===== config.mk =====
export PLATFORM = sky130hd
export DESIGN_NAME = htd_prep
export DESIGN_NICKNAME = d
export VERILOG_FILES = /design/src/hw/rtl/htd_pkg.sv /design/src/hw/rtl/htd_prep.sv
export SDC_FILE = /design/constraint.sdc
export NUM_CORES = 2
export LEC_CHECK = 0
export ABC_CLOCK_PERIOD_IN_PS = 17750
export BUFFER_PORTS_ARGS = -buffer_cell sky130_fd_sc_hd__buf_4
export CORE_MARGIN = 3
export CORE_UTILIZATION = 55
export CTS_CLUSTER_DIAMETER = 80
export DETAILED_ROUTE_END_ITERATION = 10
export PLACE_DENSITY = 0.72
export SYNTH_ARGS = -nofsm -noshare
export SYNTH_HDL_FRONTEND = slang
export SYNTH_SLANG_ARGS = --single-unit

===== constraint.sdc =====
create_clock -name aclk -period 17.75 [get_ports aclk]
set_input_delay 3.55 -clock aclk [delete_from_list [all_inputs] [get_ports aclk]]
set_output_delay 3.55 -clock aclk [all_outputs]
set_load 0.02 [all_outputs]

===== src/hw/rtl/htd_pkg.sv =====
`timescale 1ns / 1ps

package htd_pkg;

    localparam int F_BITS          = 4;
    localparam int CORDIC_ITERATIONS = 16;
    localparam int MAX_ITER        = 24;
    localparam int NUM_CELLS       = (CORDIC_ITERATIONS < MAX_ITER) ? CORDIC_ITERATIONS : MAX_ITER;
    localparam int IDX_W           = $clog2(MAX_ITER);

    localparam int TX_W            = 16;
    localparam int RX_W            = 20;
    localparam int D_W             = ((TX_W + F_BITS > RX_W) ? TX_W + F_BITS : RX_W) + 1;
    localparam int PRE_SHIFT       = 24;
    localparam int XY_W            = D_W + PRE_SHIFT + 3;
    localparam int SUM_W           = 2 * D_W;

    localparam int ANG_FRAC        = 16;
    localparam int ANGLE_ONE       = 1 << ANG_FRAC;
    localparam int Z_W             = ANG_FRAC + 11;
    localparam int DEG_W           = Z_W - ANG_FRAC;
    localparam int DEG90           = 90 * ANGLE_ONE;
    localparam int DEG180          = 180 * ANGLE_ONE;
    localparam int DEG360          = 360;

    localparam int HEAD_W          = 8;
    localparam int CM_W            = 7;
    localparam longint DIV         = longint'(10) << F_BITS;
    localparam longint DIV_SQ      = DIV * DIV;
    localparam longint SAT_THRESH  = DIV_SQ * (longint'(1) << (2 * CM_W));

    localparam int S_FIELDS_W      = 2 * TX_W + 2 * RX_W;
    localparam int S_TDATA_W       = ((S_FIELDS_W + 7) / 8) * 8;
    localparam int M_FIELDS_W      = HEAD_W + CM_W + 1;
    localparam int M_TDATA_W       = ((M_FIELDS_W + 7) / 8) * 8;

    typedef struct packed {
        logic signed [XY_W-1:0] x;
        logic signed [XY_W-1:0] y;
        logic signed [Z_W-1:0]  z;
        logic [SUM_W-1:0]       sum;
        logic [CM_W-1:0]        cm;
        logic                   sat;
    } cell_t;

    // atan(2^-i) in 2^-16 degree
    function automatic logic signed [Z_W-1:0] atan_q16(input logic [IDX_W-1:0] i);
        logic signed [Z_W-1:0] r;
        unique case (i)
            5'd0:    r = Z_W'(2949120);
            5'd1:    r = Z_W'(1740967);
            5'd2:    r = Z_W'(919879);
            5'd3:    r = Z_W'(466945);
            5'd4:    r = Z_W'(234379);
            5'd5:    r = Z_W'(117304);
            5'd6:    r = Z_W'(58666);
            5'd7:    r = Z_W'(29335);
            5'd8:    r = Z_W'(14668);
            5'd9:    r = Z_W'(7334);
            5'd10:   r = Z_W'(3667);
            5'd11:   r = Z_W'(1833);
            5'd12:   r = Z_W'(917);
            5'd13:   r = Z_W'(458);
            5'd14:   r = Z_W'(229);
            5'd15:   r = Z_W'(115);
            5'd16:   r = Z_W'(57);
            5'd17:   r = Z_W'(29);
            5'd18:   r = Z_W'(14);
            5'd19:   r = Z_W'(7);
            5'd20:   r = Z_W'(4);
            5'd21:   r = Z_W'(2);
            5'd22:   r = Z_W'(1);
            default: r = '0;
        endcase
        return r;
    endfunction

    // squared distance at which the cm count reaches c
    function automatic logic [SUM_W-1:0] cm_thresh(input logic [CM_W-1:0] c);
        logic [SUM_W-1:0] sq;
        sq = SUM_W'(c) * SUM_W'(c);
        return SUM_W'(DIV_SQ) * sq;
    endfunction

endpackage


===== src/hw/rtl/htd_prep.sv =====
`timescale 1ns / 1ps

module htd_prep (
    input  logic                              aclk,
    input  logic                              aresetn,
    input  logic                              in_valid,
    output logic                              in_ready,
    input  logic signed [htd_pkg::TX_W-1:0]   tx,
    input  logic signed [htd_pkg::TX_W-1:0]   ty,
    input  logic signed [htd_pkg::RX_W-1:0]   rx,
    input  logic signed [htd_pkg::RX_W-1:0]   ry,
    output logic                              out_valid,
    input  logic                              out_ready,
    output htd_pkg::cell_t                    out_data
);
    import htd_pkg::*;

    // stage 1: difference vector
    logic                    v1_reg;
    logic signed [D_W-1:0]   dx_reg, dy_reg, dx_next, dy_next;
    // stage 2: squares, CORDIC start vector
    logic                    v2_reg;
    logic [SUM_W-1:0]        sqx_reg, sqy_reg, sqx_next, sqy_next;
    cell_t                   c2_reg, c2_next;
    // stage 3: sum and saturation
    logic                    v3_reg;
    cell_t                   c3_reg, c3_next;

    logic                    adv1, adv2, adv3;
    logic signed [SUM_W-1:0] dxe, dye;
    logic signed [XY_W-1:0]  xe, ye;

    assign adv3     = !v3_reg || out_ready;
    assign adv2     = !v2_reg || adv3;
    assign adv1     = !v1_reg || adv2;
    assign in_ready = adv1;

    always_comb begin
        dx_next = (D_W'(tx) <<< F_BITS) - D_W'(rx);
        dy_next = (D_W'(ty) <<< F_BITS) - D_W'(ry);
    end

    always_comb begin
        dxe      = SUM_W'(dx_reg);
        dye      = SUM_W'(dy_reg);
        sqx_next = dxe * dxe;
        sqy_next = dye * dye;
        xe       = XY_W'(dx_reg) <<< PRE_SHIFT;
        ye       = XY_W'(dy_reg) <<< PRE_SHIFT;
        c2_next      = '0;
        c2_next.x    = xe;
        c2_next.y    = ye;
        // axis cases get an exact angle and a zero y so no cell rotates
        if (dy_reg == '0) begin
            c2_next.y = '0;
            if (dx_reg[D_W-1]) begin
                c2_next.x = -xe;
                c2_next.z = Z_W'(DEG180);
            end
        end else if (dx_reg == '0) begin
            c2_next.y = '0;
            c2_next.z = dy_reg[D_W-1] ? -Z_W'(DEG90) : Z_W'(DEG90);
        end else if (dx_reg[D_W-1]) begin
            c2_next.x = -xe;
            c2_next.y = -ye;
            c2_next.z = dy_reg[D_W-1] ? -Z_W'(DEG180) : Z_W'(DEG180);
        end
    end

    always_comb begin
        c3_next     = c2_reg;
        c3_next.sum = sqx_reg + sqy_reg;
        c3_next.sat = (c3_next.sum >= SUM_W'(SAT_THRESH));
        c3_next.cm  = '0;
    end

    always_ff @(posedge aclk) begin
        if (!aresetn) begin
            v1_reg <= 1'b0;
            v2_reg <= 1'b0;
            v3_reg <= 1'b0;
        end else begin
            if (adv1) v1_reg <= in_valid;
            if (adv2) v2_reg <= v1_reg;
            if (adv3) v3_reg <= v2_reg;
        end
    end

    always_ff @(posedge aclk) begin
        if (adv1 && in_valid) begin
            dx_reg <= dx_next;
            dy_reg <= dy_next;
        end
        if (adv2 && v1_reg) begin
            sqx_reg <= sqx_next;
            sqy_reg <= sqy_next;
            c2_reg  <= c2_next;
        end
        if (adv3 && v2_reg) begin
            c3_reg <= c3_next;
        end
    end

    assign out_valid = v3_reg;
    assign out_data  = c3_reg;

endmodule


======== Word level (Yosys, flattened, before mapping) ========
Index checks and enable logic that the tools add are counted.
word-level totals
  output and inout bits ................... 175
  bits in registers ....................... 418
  word-level logic and storage cells ...... 46
  bits of input ports ..................... 76
operators by class
  mux-type cells .......................... 8
  add/sub/neg operators ................... 5
  reductions and logical operators ........ 13
  $mul .................................... 2
  bitwise logic cells ..................... 1
  magnitude comparators ................... 1
operators by type and width
  kind                                                                  count
  2-to-1 mux 123 bit                                                    2
  2-to-1 mux 48 bit                                                     2
  negator 45 -> 48 bit                                                  2
  multiplier 21 x 21 -> 42 bit                                          2
  2-to-1 mux 75 bit                                                     1
  2-to-1 mux 27 bit                                                     2
  adder 42 bit                                                          1
  greater-or-equal comparator 42 x 29 -> 1 bit (second input constant)  1
  logical NOT 21 bit                                                    2
  subtractor 20 x 20 -> 21 bit                                          2
  2-to-1 mux 24 bit                                                     1
  logical AND 1 bit                                                     3
  logical NOT 1 bit                                                     3
  logical OR 1 bit                                                      3
  OR reduction 3 bit                                                    1
  OR reduction 2 bit                                                    1
  NOT 1 bit                                                             1

======== Depth between registers and ports, before layout ========
  word-level depth ........................ 5
  gate-level depth with buffers ........... 29
  depth with buffers taken out ............ 27

======== Worst setup path before layout ========
OpenSTA, ideal clock, no wires.
  kind .................................... in2reg
  from .................................... input out_ready
  to ...................................... register c2_reg[101] in the netlist's numbering (enable)
  cell stages on the path ................. 2
  data required time ...................... 16.914 ns
  setup time .............................. 0.836 ns
  path buffers ............................ 0
  arrival time ............................ 13.393 ns
  slack ................................... 3.522 ns
  cells stage by stage .................... nor2b_1 a21boi_0
on the way
  word-level cells in the longest chain between the ends .. 3
RTL lines
  element                 line            text
  start: declaration      htd_prep.sv:13  input logic out_ready,
  logical OR 1 bit        htd_prep.sv:33  assign adv3 = !v3_reg || out_ready;
  logical OR 1 bit        htd_prep.sv:34  assign adv2 = !v2_reg || adv3;
  logical AND 1 bit       htd_prep.sv:94  if (adv2 && v1_reg) begin
  end signal: assignment  htd_prep.sv:97  c2_reg <= c2_next;
  end: declaration        htd_prep.sv:24  cell_t c2_reg, c2_next;
No other way between the ends.
A chain may end at the register's enable or synchronous reset.

======== Worst setup path after layout ========
  from .................................... register dx_reg[20]
  to ...................................... register sqx_reg[40], data pin
on the way
  word-level cells in the longest chain between the ends .. 1
RTL lines
  element                       line            text
  start: declaration            htd_prep.sv:20  logic signed [D_W-1:0] dx_reg, dy_reg, dx_next, dy_next;
  start signal: assignment      htd_prep.sv:91  dx_reg <= dx_next;
  multiplier 21 x 21 -> 42 bit  htd_prep.sv:46  sqx_next = dxe * dxe;
  net sqx_next[40]              htd_prep.sv:23  logic [SUM_W-1:0] sqx_reg, sqy_reg, sqx_next, sqy_next;
  end signal: assignment        htd_prep.sv:95  sqx_reg <= sqx_next;
  end: declaration              htd_prep.sv:23
The timed path passes the listed nets, and every way through them passes these cells.

==> impl_metrics.csv <==
group,metric,value,unit
placement,portBuffers,178,
synth,synth_area_leader_cell,"fa_1",
setup_path,cp-end-kind,"register",
final_layout,final_layout_size_suffix_gt1_share,7.25,%
drt,drc,0,
drt,routed_wl,94800,µm
drt,wl_per_cell,17.2,µm
grt,grtUsageTotal,24.2,%
grt,grt_pass1_wl,156000,µm
clock_network,path_clk_slew,0.06,ns
synth,synth_top_area_share,38.1,%
setup_path,start_kind,"register",
sta,finalSetupViolCount,0,
setup_path,path_max_fanout,68,
synth,synth_cell_types,77,
sta,relSlewSlack,20.2,%
setup_path,critical_path_class,"reg2reg",
grt,grt_overflow,0,
die,die_area,82500,µm²
setup_path,critPathCapture,"sqx_reg[40]",
grt,grt_max_degree,72,
setup_path,cp_common_cell,"fa_1",
synth,synth-main-ff-cell,"edfxtp_1",
flow_run,drv_cap,0,
setup_path,required,18.07,ns
grt,antenna_found_initial,2,
final_layout,final_area,46900,µm²
drt,dr.first_iter.drc_count,1918,
synth,yosysSeqAreaShare,19.1,%
sta,hold_viol,0,
synth,synth.avg_cell_area,10.1,µm²
setup_path,max_stage_delay,1.20,ns
synth,synth_warnings,0,
drt,vias,29200,
sta,rsz0062_at_grt,"no",
synth,synth-edff-count,274,
setup_path,crit_path_start,"dx_reg[20]",
placement,routabilityCongestion,0.892,
setup_path,cp.arrival,9.68,ns
hold_path,hp-class,"reg2reg",
drt,avgViaCountPerCell,5.30,
clock_network,htreeDepth,2,
final_layout,fillCellCount,6561,
synth,ys_ff_latch,277,
final_layout,largest_reg_flops,97,
final_layout,nNetsFinal,5690,
synth,synth_area,43500,µm²
setup_path,critPathTopFamily,"adder cells",
clock_network,cts_tree,"built",
clock_network,cts_buffer_depth,3,
setup_path,r2r_cells,22,
sta,period_minus_slack,9.36,ns
sta,fmax,107,MHz
die,die_h,287,µm
clock_network,ctsHoldBuffers,0,
setup_path,worst-path-stages,22,
sta,finalSetupTns,0,ns
sta,slew_violations,0,
drt,drtAntennaViolNets,0,
sta,fin_crit_sh,52.7,%
setup_path,timing.rr.end,"sqx_reg[40]",
synth,async_flop_share,0,%
setup_path,rr_startpoint,"dx_reg[20]",
grt,grt_pass1_vias,31000,
clock_network,post_cts_buffers,0,
placement,placed_area,45700,µm²
setup_path,crit_slowest_cell,"clkinv_1",
setup_path,critPathBufInv,4,
clock_network,cts-resized-gates,0,
setup_path,r2r_slack,8.39,ns
clock_network,cts_buffers,35,
final_layout,syn_to_final_growth,7.89,%
synth,ys_top_cells_by_area,"fa_1 (38%), edfxtp_1 (19%), ha_1 (9.8%), inv_1 (9.8%), xnor2_1 (3.2%)",
die,core,77800,µm²
clock_network,ctsRootBufferMaster,"clkbuf_16",
die,initial_utilization,55.9,%
die,die_x,287,µm
clock_network,clock-sinks,277,
die,io_pins,251,
drt,first_pass_iters,6,
setup_path,crit_chain,"buf_4, clkinv_1, nor2_1, fa_1, ha_1, fa_1, fa_1, fa_1, fa_1, inv_1, fa_1, inv_1, ha_1, a22o_1, o31a_1, a31o_2, a21oi_2, o211ai_1, a211oi_1, o21ai_0, a2111oi_0, and4b_1",
synth,syn_inst,4310,
sta,worst_pin_slew,1.19,ns
sta,fin_skew,0.0204,ns
placement,hpwl,77200,µm
synth,yosysMostFrequentCell,"inv_1",
synth,synthTopCellsByCount,"inv_1 (1136), fa_1 (828), ha_1 (341), nand2_1 (325), edfxtp_1 (274)",
clock_network,clock_latency,0.56,ns
die,std_cell_rows,102,
run_status,status,"complete, no violations",
## routing by layer
metal | GRT usage, % | up-vias | part of all wire (%)
met2 | 40.9 | 851 | 50
li1 | - | 13300 | -
met5 | 0 | - | 0
met4 | 7.40 | 0 | 3.1
met1 | 32.6 | 14800 | 41
met3 | 3.52 | 201 | 6.5
## cell type report
class / instances / area [µm²] / area share [%]
clock buffer: 37 / 905 / 1.93
inverter: 1148 / 4310 / 9.18
multi-input combinational: 2765 / 30200 / 64.3
clock inverter: 27 / 305 / 0.651
tap: 1040 / 1300 / 2.77
antenna: 1 / 2.50 / 0.00533
sequential: 277 / 8290 / 17.7
timing repair buffer: 218 / 1640 / 3.49
## kinds of logic (layout without fill, tap and decap cells)
family	count (synthesis)	in the layout	share of synthesized area [%]
mux	7	7	0.170
xor+xnor	216	216	4.35
flops	277	277	19.1
buf+inv	1340	1430	12.3
compound gates	442	442	6.88
fa+ha+maj	1169	1169	47.9
other cells	1	74	0.00862
simple gates	858	858	9.35
## worst min path at each step
stage | cells past startpoint | from | to | slack [ns]
after floorplan | 0 | c2_reg[101] | out_data[101] | 0.40
after global placement | 0 | c2_reg[103] | out_data[103] | 0.40
after detailed placement | 0 | c2_reg[103] | out_data[103] | 0.40
after CTS | 0 | c2_reg[154] | out_data[154] | 0.42
after global routing | 0 | c2_reg[164] | out_data[164] | 0.42
final | 0 | c2_reg[154] | out_data[154] | 0.42
## cells in the final DEF (no fill, tap or decap), types with 11 or more instances in the layout
master     Yosys  layout
inv_1       1136    1136
fa_1         828     828
ha_1         341     341
nand2_1      325     325
edfxtp_1     274     274
buf_4         78     218
nor2_1       201     201
xnor2_1      160     160
and2_1       124     124
a21oi_1      116     116
conb_1         1      73
o21ai_0       67      67
a21o_1        58      58
xor2_1        56      56
nor2b_1       38      37
clkbuf_16      0      36
nand3_1       30      30
nor3_1        29      29
o21a_1        29      29
o21bai_1      25      25
and3_1        24      24
nand2b_1      22      22
a31oi_1       19      18
a211oi_1      17      17
clkinv_1      11      16
a31o_2        16      16
or2_2         12      12
o31ai_1       11      11
## stage by stage
step / instances / setup slack, ns / utilization, % / hold WS [ns]
final: 5513 / 8.39 / 60.3 / 0.416
after detailed placement: 5448 / 8.44 / 58.7 / 0.405
after CTS: 5512 / 8.42 / 60.3 / 0.417
after global placement: 5448 / 8.62 / 58.7 / 0.401
after global routing: 5512 / 7.92 / 60.3 / 0.419
after floorplan: 4382 / 3.52 / - / 0.400
Power is left out: the tool's default activity adds up to more than one toggle a clock period on the data nets, which glitch-free logic cannot reach.
