[src/hw/rtl/htd_pkg.sv]
`timescale 1ns / 1ps

package htd_pkg;

    localparam int F_BITS          = 4;
    localparam int CORDIC_ITERATIONS = 16;
    localparam int MAX_ITER        = 24;
    localparam int NUM_CELLS       = (CORDIC_ITERATIONS < MAX_ITER) ? CORDIC_ITERATIONS : MAX_ITER;
    localparam int IDX_W           = $clog2(MAX_ITER);

    localparam int TX_W            = 16;
    localparam int RX_W            = 20;
    localparam int D_W             = ((TX_W + F_BITS > RX_W) ? TX_W + F_BITS : RX_W) + 1;
    localparam int PRE_SHIFT       = 24;
    localparam int XY_W            = D_W + PRE_SHIFT + 3;
    localparam int SUM_W           = 2 * D_W;

    localparam int ANG_FRAC        = 16;
    localparam int ANGLE_ONE       = 1 << ANG_FRAC;
    localparam int Z_W             = ANG_FRAC + 11;
    localparam int DEG_W           = Z_W - ANG_FRAC;
    localparam int DEG90           = 90 * ANGLE_ONE;
    localparam int DEG180          = 180 * ANGLE_ONE;
    localparam int DEG360          = 360;

    localparam int HEAD_W          = 8;
    localparam int CM_W            = 7;
    localparam longint DIV         = longint'(10) << F_BITS;
    localparam longint DIV_SQ      = DIV * DIV;
    localparam longint SAT_THRESH  = DIV_SQ * (longint'(1) << (2 * CM_W));

    localparam int S_FIELDS_W      = 2 * TX_W + 2 * RX_W;
    localparam int S_TDATA_W       = ((S_FIELDS_W + 7) / 8) * 8;
    localparam int M_FIELDS_W      = HEAD_W + CM_W + 1;
    localparam int M_TDATA_W       = ((M_FIELDS_W + 7) / 8) * 8;

    typedef struct packed {
        logic signed [XY_W-1:0] x;
        logic signed [XY_W-1:0] y;
        logic signed [Z_W-1:0]  z;
        logic [SUM_W-1:0]       sum;
        logic [CM_W-1:0]        cm;
        logic                   sat;
    } cell_t;

    // atan(2^-i) in 2^-16 degree
    function automatic logic signed [Z_W-1:0] atan_q16(input logic [IDX_W-1:0] i);
        logic signed [Z_W-1:0] r;
        unique case (i)
            5'd0:    r = Z_W'(2949120);
            5'd1:    r = Z_W'(1740967);
            5'd2:    r = Z_W'(919879);
            5'd3:    r = Z_W'(466945);
            5'd4:    r = Z_W'(234379);
            5'd5:    r = Z_W'(117304);
            5'd6:    r = Z_W'(58666);
            5'd7:    r = Z_W'(29335);
            5'd8:    r = Z_W'(14668);
            5'd9:    r = Z_W'(7334);
            5'd10:   r = Z_W'(3667);
            5'd11:   r = Z_W'(1833);
            5'd12:   r = Z_W'(917);
            5'd13:   r = Z_W'(458);
            5'd14:   r = Z_W'(229);
            5'd15:   r = Z_W'(115);
            5'd16:   r = Z_W'(57);
            5'd17:   r = Z_W'(29);
            5'd18:   r = Z_W'(14);
            5'd19:   r = Z_W'(7);
            5'd20:   r = Z_W'(4);
            5'd21:   r = Z_W'(2);
            5'd22:   r = Z_W'(1);
            default: r = '0;
        endcase
        return r;
    endfunction

    // squared distance at which the cm count reaches c
    function automatic logic [SUM_W-1:0] cm_thresh(input logic [CM_W-1:0] c);
        logic [SUM_W-1:0] sq;
        sq = SUM_W'(c) * SUM_W'(c);
        return SUM_W'(DIV_SQ) * sq;
    endfunction

endpackage

[src/hw/rtl/htd_out.sv]
`timescale 1ns / 1ps

module htd_out (
    input  logic                       aclk,
    input  logic                       aresetn,
    input  logic                       in_valid,
    output logic                       in_ready,
    input  htd_pkg::cell_t             in_data,
    output logic                       out_valid,
    input  logic                       out_ready,
    output logic [htd_pkg::HEAD_W-1:0] heading,
    output logic [htd_pkg::CM_W-1:0]   cm,
    output logic                       sat
);
    import htd_pkg::*;

    logic                    v_reg;
    logic [HEAD_W-1:0]       head_reg, head_next;
    logic [CM_W-1:0]         cm_reg;
    logic                    sat_reg;
    logic                    adv;
    logic signed [Z_W-1:0]   zt;
    logic signed [DEG_W-1:0] deg, degw;

    assign adv      = !v_reg || out_ready;
    assign in_ready = adv;

    always_comb begin
        // degrees truncated toward zero, negative wrapped, then halved
        zt        = in_data.z + (in_data.z[Z_W-1] ? Z_W'(ANGLE_ONE - 1) : Z_W'(0));
        deg       = zt[Z_W-1:ANG_FRAC];
        degw      = deg[DEG_W-1] ? deg + DEG_W'(DEG360) : deg;
        head_next = degw[HEAD_W:1];
    end

    always_ff @(posedge aclk) begin
        if (!aresetn) begin
            v_reg <= 1'b0;
        end else if (adv) begin
            v_reg <= in_valid;
        end
    end

    always_ff @(posedge aclk) begin
        if (adv && in_valid) begin
            head_reg <= head_next;
            cm_reg   <= in_data.cm;
            sat_reg  <= in_data.sat;
        end
    end

    assign out_valid = v_reg;
    assign heading   = head_reg;
    assign cm        = cm_reg;
    assign sat       = sat_reg;

endmodule

[config.mk]
export PLATFORM = sky130hd
export DESIGN_NAME = htd_out
export DESIGN_NICKNAME = d
export VERILOG_FILES = /design/src/hw/rtl/htd_pkg.sv /design/src/hw/rtl/htd_out.sv
export SDC_FILE = /design/constraint.sdc
export NUM_CORES = 1
export LEC_CHECK = 0
export BUFFER_PORTS_ARGS = -buffer_cell sky130_fd_sc_hd__buf_2
export CORE_AREA = 2 2 76 78
export CTS_CLUSTER_SIZE = 30
export DETAILED_ROUTE_END_ITERATION = 8
export DIE_AREA = 0 0 78 80
export GPL_ROUTABILITY_DRIVEN = 0
export PLACE_DENSITY = 0.69
export SYNTH_ARGS = -nofsm -noshare
export SYNTH_HDL_FRONTEND = slang
export SYNTH_SLANG_ARGS = --single-unit
[constraint.sdc]
create_clock -name aclk -period 2.1 [get_ports aclk]
set_input_delay 0.105 -clock aclk [delete_from_list [all_inputs] [get_ports aclk]]
set_output_delay 0.105 -clock aclk [all_outputs]
set_load 0.005 [all_outputs]
### After elaboration in Yosys (flattened, before gate mapping)

Cells that the tools add are included.

* multiplexer cells: 2
* $mul: 0
* add/subtract/negate cells: 2
* shifts and indexed selects: 0
* order comparisons: 0
* divide/modulo/power cells: 0
* reduce and logical (&&, ||, !) cells: 3
* equality and inequality tests: 0
* bitwise gates (word level): 0

Operator list (number)
* adder 27 x 17 -> 27 bit: 1
* two-way mux 16 bit: 1
* adder 9 bit (second input constant): 1
* two-way mux 9 bit: 1
* logical AND 1 bit: 1
* logical NOT 1 bit: 1
* logical OR 1 bit: 1

* latch bits: 0
* word-level logic and storage cells: 11
* output and inout bits: 18
* input port bits: 177
* ROM bits: 0
* register bits: 17
* memories: 0
* memory bits (writable): 0

### Depth between registers and ports, before layout

Gate-level depths: netlist (run 1).

* depth in word-level cells: 4
* mapped depth: 8
* depth with buffers taken out: 8

### Worst setup path after synthesis (run 1)

No wires, ideal clock.

* kind: input -> register
* start point: input in_data[61] (netlist name)
* end point: register head_reg[7], in the netlist heading[7] (data pin)
* path buffers: 0
* data arrival time: 1747 ps
* required time: 1836 ps
* slack: 89 ps
* stages: 8
* library setup time: 264 ps
* cell sequence: ha_1 > a211oi_2 > o21ai_1 > a221oi_4 > o211ai_2 > a31oi_1 > mux2i_1 > nor3_2

* longest elaborated chain between the ends: 3

RTL lines
* start, declared: RTL line htd_out.sv:8 `input htd_pkg::cell_t in_data,`
* adder 27 x 17 -> 27 bit *: RTL line htd_out.sv:30 `zt = in_data.z + (in_data.z[Z_W-1] ? Z_W'(ANGLE_ONE - 1) : Z_W'(0));`
* adder 9 bit: RTL line htd_out.sv:32 `degw = deg[DEG_W-1] ? deg + DEG_W'(DEG360) : deg;`
* two-way mux 9 bit *: RTL line htd_out.sv:32
* net degw[8]: RTL line htd_out.sv:23 `logic signed [DEG_W-1:0] deg, degw;`
* end signal, assigned: RTL line htd_out.sv:46 `head_reg <= head_next;`
* end, declared: RTL line htd_out.sv:18 `logic [HEAD_W-1:0] head_reg, head_next;`

The timed path passes the listed nets; every way through them passes the cells marked *.
A chain may end at the register's enable or synchronous reset.

### Final worst setup path (run 1)

* start point: input in_data[76] (netlist name)
* end point: register head_reg[7], in the netlist heading[7] (data pin)

* longest elaborated chain between the ends: 4

RTL lines (RTL line)
* two-way mux 16 bit: htd_out.sv:30
* adder 27 x 17 -> 27 bit *: htd_out.sv:30
* adder 9 bit: htd_out.sv:32
* two-way mux 9 bit *: htd_out.sv:32
* net degw[8]: htd_out.sv:23

Marks and branches as above.

==> results of run 1 <==
## final timing paths
path                from    endpoint  depth (start not counted)
max          in_data[76]  heading[7]                         10
min           in_data[6]       cm[5]                          1
max reg2reg    out_valid       cm[2]                          2
min reg2reg    out_valid   out_valid                          2
## metrics by stage
stage / setup WS, ns / cells / utilization (%) / total power, mW
finish: 0.195 / 249 / 31.6 / 0.865
global route: 0.0263 / 249 / 31.6 / 0.924
CTS: 0.0917 / 248 / 31.0 / 0.871
detailed placement: -0.175 / 244 / 30.2 / 0.636
global placement: -0.137 / 244 / 30.2 / 0.630
floorplan: 0.0890 / 110 / - / 0.532
## logic make-up after synthesis
family	count (synthesis)	synth area share, %
xor gates and xnor gates	6	4.36
AOI/OAI and AO/OA	33	21.9
adders and majority gates	15	15.6
buffers and inverters	7	2.18
muxes	1	0.831
DFF	17	41.5
and+or+nand+nor	31	13.6
## metal layers
metal / vias to the layer above / share of wire, % / wire [um]
li1: 565 / - / -
met1: 469 / 49 / 1390
met2: 46 / 40 / 1140
met3: 0 / 12 / 339
met4: 0 / 0 / 0
met5: - / 0 / 0
## area by class of cell
type	instances	area (um^2)
Clock inverter	1	5.00
Clock buffer	3	41.3
Sequential cell	17	500
Tap cell	72	90.1
Timing Repair Buffer	66	362
Multi-Input combinational cell	86	696
Fill cell	566	3700
Inverter	4	15.0
## power by group through the flow
stage	Sequential (mW)	Combinational, mW	Clock (mW)
2_1_floorplan	0.418	0.115	0
3_5_place_dp	0.414	0.222	0
5_1_grt	0.408	0.257	0.259
6_report	0.406	0.227	0.232
3_3_place_gp	0.413	0.217	0
4_1_cts	0.407	0.223	0.242
## placed cells by master, fill, tap and decap left out, types with 2 or more instances in the layout
cell type                  instances
sky130_fd_sc_hd__nor2_1            3
sky130_fd_sc_hd__xor2_1            2
sky130_fd_sc_hd__o21ai_0           3
sky130_fd_sc_hd__nand4_1           3
sky130_fd_sc_hd__ha_1             14
sky130_fd_sc_hd__buf_4            10
sky130_fd_sc_hd__nand3_1           7
sky130_fd_sc_hd__xnor2_1           4
sky130_fd_sc_hd__a211oi_1          2
sky130_fd_sc_hd__a21oi_1           4
sky130_fd_sc_hd__o21ai_1           5
sky130_fd_sc_hd__inv_1             4
sky130_fd_sc_hd__a211oi_2          3
sky130_fd_sc_hd__a31oi_1           2
sky130_fd_sc_hd__nand2_1           9
sky130_fd_sc_hd__clkbuf_8          3
sky130_fd_sc_hd__buf_2            55
sky130_fd_sc_hd__o21a_1            2
sky130_fd_sc_hd__edfxtp_1         16
## what timing repair did
action | CTS | global route
endpoints found under the setup margin | 0 | 5
buffers inserted | 0 | 1
resized for setup | 0 | 6
==> out/results.env, run 1 <==
DETAIL_ROUTE.WIRELENGTH_UM=2870
CTSHTREEMAXLEVEL=1
ASYNC_FLOP_SHARE_PCT=0
CRITICAL-PATH-TOP-CELL-BY-COUNT='sky130_fd_sc_hd__buf_4'
NUMBER_OF_WARNINGS_PRINTED_DURING_YOSYS_SYNTHESIS=0
DRT_FIRST_PASS_ITERS=4
SYNTH_TOP_CELL_AREA_SHARE_PCT=39.9
REQUIRED_NS=2.10
POST_ROUTE_FRACTION_OF_THE_PERIOD_CONSUMED_BY_THE_CRITICAL_PATH_PCT=90.7
SYNTH-SEQ-AREA-SHARE_PCT=41.5
HOLD_PATH.CLASS='in2reg'
GROUTE.LAYER.MET3.USAGE_PCT=3.85
INITIAL_ANTENNA_VIOLATION_COUNT=0
RUN_STATUS='finished, final reports clean'
DIEAREA_MM2=0.00624
IOS=195
AREA_DELTA_SYNTH_FINAL_PCT=41.8
CHIPWIDTH_UM=78
FINALCRITICALPERIOD_NS=1.91
CELL_FAMILY_WITH_MOST_CP_DELAY='compound AO/OA/AOI/OAI gates'
VIA_COUNT=1080
PWR_DENSITY_CELL_mW_PER_MM2=506
MAX_STAGE_DELAY_NS=0.33
CTS_HOLD_REPAIR.BUFFERS=0
TNS_NS=0
ROUTED_WIRE_LENGTH_PER_INSTANCE_UM=11.5
SYNTH-EDFF-COUNT=16
GLOBALROUTEOVERFLOWTOTAL=0
DIE_H_UM=80
DESIGN_AREA_MM2=0.00171
NUMCLOCKSINKS=17
CP_SLOWEST_CELL='sky130_fd_sc_hd__ha_1'
CP-START-KIND='input port'
FIN_WORST_SKEW_NS=0.00407
DESIGN.CORE.AREA_MM2=0.00541
YOSYS_REGISTER_BITS=17
WORST_SKEW_PAIR.LATE_LATENCY_NS=0.24
PLACED_AREA_MM2=0.00163
FIRST_GLOBAL_VIAS=1018
TRITONCTS.NUM_BUFFERS=3
SYNTHESIS.AREA_PER_INSTANCE_UM2=11.0
NUM_ROWS=27
SYNTHFLOPTYPE='sky130_fd_sc_hd__edfxtp_1'
GRT_START_MAX_NET_PINS=17
SYNTH_AREA_MM2=0.00120
ANTENNA_CELLS=0
SYNTHMOSTINSTANTIATEDCELL='sky130_fd_sc_hd__edfxtp_1'
VIASPERCELL=4.34
SYNTH_TOP_CELL_BY_AREA='sky130_fd_sc_hd__edfxtp_1'
WORST_PATH_FANOUT_MAX=13
REMAINING_DRC_ERRORS=0
TIMING_WORST_SLEW_PIN_VALUE_NS=0.704
YOSYS-TOP-CELLS-AREA='sky130_fd_sc_hd__edfxtp_1 40%, sky130_fd_sc_hd__ha_1 16%, sky130_fd_sc_hd__nand3_1 2.9%'
DRT-INITIAL-DRC-COUNT=34
SYNTHCELLS=110
POST_SYNTH_NET_TOTAL=302
GRTUSAGEMET2_PCT=13.2
TIMING_WORST_SETUP_PATH_TYPE='in2reg'
NETLIST_TOP_CELLS_COUNT='16 x sky130_fd_sc_hd__edfxtp_1, 15 x sky130_fd_sc_hd__ha_1, 9 x sky130_fd_sc_hd__nand2_1'
FLOORPLAN.INITIALDENSITY_PCT=22.3
MAX_CLOCK_FREQ_MHz=525
MAX_CLOCK_BUF_DEPTH=2
GRT_FIRST_PASS_WIRELENGTH_UM=4610
CTS_TREE='built'
GLOBALROUTEMET1UTIL_PCT=12.8
WORST_SETUP_HOLD_PATH_CLK_SLEW_NS=0.06
WORST-R2R-SETUP-SLACK_NS=0.73
WORSTPATHARRIVAL_NS=1.90
PLACE.PORT_BUFFERS=56
COMBPWRFRAC_PCT=26.2
POWER_REPORT.INTERNAL_TOTAL_mW=0.644
NUMBER_OF_FLIP_FLOPS_IN_THE_LARGEST_REGISTER=8
TIMING.MAX_CAP.VIOLATIONS=0
FIN_WORST_HOLD_SLACK_NS=0.0309
CP-END-KIND='flip-flop'
UNREPAIRED_SETUP_ENDPOINTS_AFTER_GLOBAL_ROUTING='no'
IR_DROP_mV=0.197
GLOBALROUTETOTALUTIL_PCT=9.15
LAYOUT.NETS=370
SETUP_VIOLATIONS=0
LAYOUT-DRIVE-GT1-SHARE_PCT=44.6
P_SEQ_SHARE_PCT=47.0
SLEW_HEADROOM_PCT=53.1
SHARE_CLK_OF_TOTAL_POWER_PCT=26.8
POWER_SWITCHING_mW=0.221
GLOBALROUTE.BUSIESTLAYER='met2'
CRIT_BUF_INV=3
SWITCHING_SHARE_PCT=25.6
SYNTH_CELL_TYPE_COUNT=40
TIMING.FINAL.HOLD_VIOLATIONS=0
ROOT_BUFFER='sky130_fd_sc_hd__clkbuf_8'
STATIC-LEAKAGE-POWER_nW=0.725
SLEW_VIOLATIONS=0
ANTENNA_VIOLATING_NETS_POST_ROUTE=0
HPWLAFTERDP_UM=2430
CRIT_PATH_CELL_TRACE='buf_6 > ha_1 > a211oi_2 > o21ai_1 > a221oi_4 > buf_4 > a211oi_4 > buf_4 > a211oi_1 > nor3_2'
Note: power is estimated with default switching activity, not from simulation.
==> inputs of run 2 (changes only) <==
Settings changed: SETUP_SLACK_MARGIN set to 0.5.
==> out/results.env, run 2 (synthesis results as in run 1) <==
MOST-COMMON-LAYOUT-CELLS='54 x sky130_fd_sc_hd__buf_2, 16 x sky130_fd_sc_hd__edfxtp_1, 11 x sky130_fd_sc_hd__ha_4, 9 x sky130_fd_sc_hd__nand2_1, 9 x sky130_fd_sc_hd__buf_4'  # was 55 x sky130_fd_sc_hd__buf_2, 16 x sky130_fd_sc_hd__edfxtp_1, 14 x sky130_fd_sc_hd__ha_1, 10 x sky130_fd_sc_hd__buf_4, 9 x sky130_fd_sc_hd__nand2_1
PWR_DENSITY_CELL_mW_PER_MM2=470  # was 506 mW/mm^2
STDCELL_COUNT=254  # was 249
TRITONCTS.NUM_BUFFERS=3  # unchanged
INITIAL_ANTENNA_VIOLATION_COUNT=1  # was 0
AREA_DELTA_SYNTH_FINAL_PCT=67.2  # was 41.8%
SLEW_HEADROOM_PCT=76.9  # was 53.1%
DESIGN.CORE.AREA_MM2=0.00541  # unchanged
CTSHTREEMAXLEVEL=1  # unchanged
IOS=195  # unchanged
HOLD_PATH.CLASS='in2reg'  # unchanged
PRE_CTS_WS_NS=-0.265  # was -0.175 ns
MULTI_INPUT_COMB_AREA_UM2=896  # was 696 um^2
DETAIL_ROUTE.WIRELENGTH_UM=3500  # was 2870 um
FINAL_COMMON_CELL='sky130_fd_sc_hd__buf_2'  # unchanged
CP-START-KIND='input port'  # unchanged
DIEAREA_MM2=0.00624  # unchanged
GLOBALROUTETOTALUTIL_PCT=11.1  # was 9.15%
MAX_CLOCK_BUF_DEPTH=2  # unchanged
NUMBER_OF_CELL_INSTANCES_ON_THE_WORST_REGISTER_TO_REGISTER_PATH=3  # was 2
MAX_CLOCK_FREQ_MHz=545  # was 525 MHz
WORSTHOLDPATHCELLS=1  # unchanged
VIASPERCELL=4.50  # was 4.34
WORST_SETUP_HOLD_PATH_CLK_SLEW_NS=0.06  # about the same
NUMCLOCKSINKS=17  # unchanged
DRT_FIRST_PASS_ITERS=4  # unchanged
FINAL_WORST_SETUP_SLACK_NS=0.264  # was 0.195 ns
FINALCRITICALPERIOD_NS=1.84  # was 1.91 ns
FIRST_GLOBAL_VIAS=1181  # was 1,018
HPWLAFTERDP_UM=2580  # was 2430 um
DRT-INITIAL-DRC-COUNT=39  # was 34
DESIGN_AREA_MM2=0.00201  # was 0.00171 mm^2
WORSTPATHARRIVAL_NS=1.84  # was 1.90 ns
POST_ROUTE_FRACTION_OF_THE_PERIOD_CONSUMED_BY_THE_CRITICAL_PATH_PCT=87.5  # was 90.7%
LAYOUT-DRIVE-GT1-SHARE_PCT=57.5  # was 44.6%
SETUP_VIOLATIONS=0  # unchanged
FILLCELL_TOTAL=529  # was 566
GLOBALROUTEOVERFLOWTOTAL=0  # unchanged
TIMING_WORST_SETUP_PATH_TYPE='in2reg'  # unchanged
DIE_H_UM=80  # unchanged
LAYOUT.NETS=374  # was 370
RUN_STATUS='finished, final reports clean'  # unchanged
ROOT_BUFFER='sky130_fd_sc_hd__clkbuf_8'  # unchanged
FIN_WORST_HOLD_SLACK_NS=0.0260  # was 0.0309 ns
ROUTED_WIRE_LENGTH_PER_INSTANCE_UM=13.8  # was 11.5 um
SLEW_VIOLATIONS=0  # unchanged
PLACE.PORT_BUFFERS=56  # unchanged
IR_DROP_mV=0.196  # was 0.197 mV
FF_LATCH_AREA_UM2=500  # unchanged
VIA_COUNT=1143  # was 1,080
NUMBER_OF_FLIP_FLOPS_IN_THE_LARGEST_REGISTER=8  # unchanged
NUM_ROWS=27  # unchanged
GRT_START_MAX_NET_PINS=17  # unchanged
WORST_PATH_FANOUT_MAX=8  # was 13
REQUIRED_NS=2.10  # about the same
REMAINING_DRC_ERRORS=0  # unchanged
WORST_SKEW_PAIR.LATE_LATENCY_NS=0.25  # was 0.24 ns
TIMING.FINAL.HOLD_VIOLATIONS=0  # unchanged
ANTENNA_VIOLATING_NETS_POST_ROUTE=0  # unchanged
R2R_START='out_valid'  # unchanged
FINAL_CORE_DENSITY_PCT=37.3  # was 31.6%
FLOORPLAN.INITIALDENSITY_PCT=22.3  # unchanged
WORST_HOLD_STARTPOINT='in_data[7]'  # was in_data[6]
UNREPAIRED_SETUP_ENDPOINTS_AFTER_GLOBAL_ROUTING='yes'  # was no
PLACE.DETAILED.INSTANCES=240  # was 244
GRT_FIRST_PASS_WIRELENGTH_UM=5380  # was 4610 um
CTS_TREE='built'  # unchanged
STATIC-LEAKAGE-POWER_nW=0.782  # was 0.725 nW
CTS_HOLD_REPAIR.BUFFERS=0  # unchanged
PLACED_AREA_MM2=0.00165  # was 0.00163 mm^2
TIMING_WORST_SLEW_PIN_VALUE_NS=0.345  # was 0.704 ns
CHIPWIDTH_UM=78  # unchanged
FIN_WORST_SKEW_NS=0.000934  # was 0.00407 ns
TIMING.MAX_CAP.VIOLATIONS=0  # unchanged
WORSTSETUPSTARTPOINT='in_data[76]'  # unchanged
CP-END-KIND='flip-flop'  # unchanged
[run 2: repair_timing]
action                                 4_1_cts  5_1_grt
endpoints found under the hold margin        0        0
setup endpoints to repair                    8        8
gates cloned                                 2        0
buffers inserted                             4        3
pin swaps                                   23       15
gates resized for setup                     27        7
[run 2: power by group]
group	total (mW)	switching [mW]	internal, mW
Combinational	0.303	0.145	0.158
Sequential	0.406	0.00516	0.401
Clock	0.237	0.103	0.135
Total	0.947	0.253	0.693
[run 2: final timing paths]
| kind | endpoint | slack, ns |
|---|---|---|
| min reg2reg | out_valid | 0.54 |
| max | heading[3] | 0.26 |
| min | cm[6] | 0.03 |
| max reg2reg | cm[2] | 1.04 |
[run 2: worst max-delay path, stage by stage]
cell and delay, ns:
sky130_fd_sc_hd__buf_16 0.13, sky130_fd_sc_hd__ha_4 0.26, sky130_fd_sc_hd__nand4_1 0.10, sky130_fd_sc_hd__a211oi_2 0.26, sky130_fd_sc_hd__o21ai_2 0.14, sky130_fd_sc_hd__a211oi_4 0.39, sky130_fd_sc_hd__buf_4 0.18, sky130_fd_sc_hd__buf_4 0.10
sky130_fd_sc_hd__o21ai_2 0.05, sky130_fd_sc_hd__xnor2_1 0.12
[run 2: area by class of cell]
| type | count | share of cell area [%] |
|---|---|---|
| Sequential cell | 17 | 24.8 |
| Timing Repair Buffer | 70 | 23.1 |
| Multi-Input combinational cell | 86 | 44.5 |
| Antenna cell | 1 | 0.124 |
| Tap cell | 72 | 4.47 |
| Inverter | 4 | 0.745 |
| Clock buffer | 4 | 2.24 |
[run 2: layer usage]
| metal | up-vias | routed length (um) | GRT usage (%) |
|---|---|---|---|
| li1 | 571 | - | - |
| met5 | - | 0 | 0 |
| met4 | 0 | 55 | 4.04 |
| met1 | 513 | 1480 | 12.6 |
| met2 | 54 | 1590 | 19.0 |
| met3 | 5 | 369 | 4.30 |
[run 2: metrics by stage]
stage               TNS (ns)  total power, mW
global route               0            0.998
finish                     0            0.947
detailed placement     -1.23            0.646
floorplan                  0            0.540
CTS                        0            0.941
global placement      -0.881            0.639
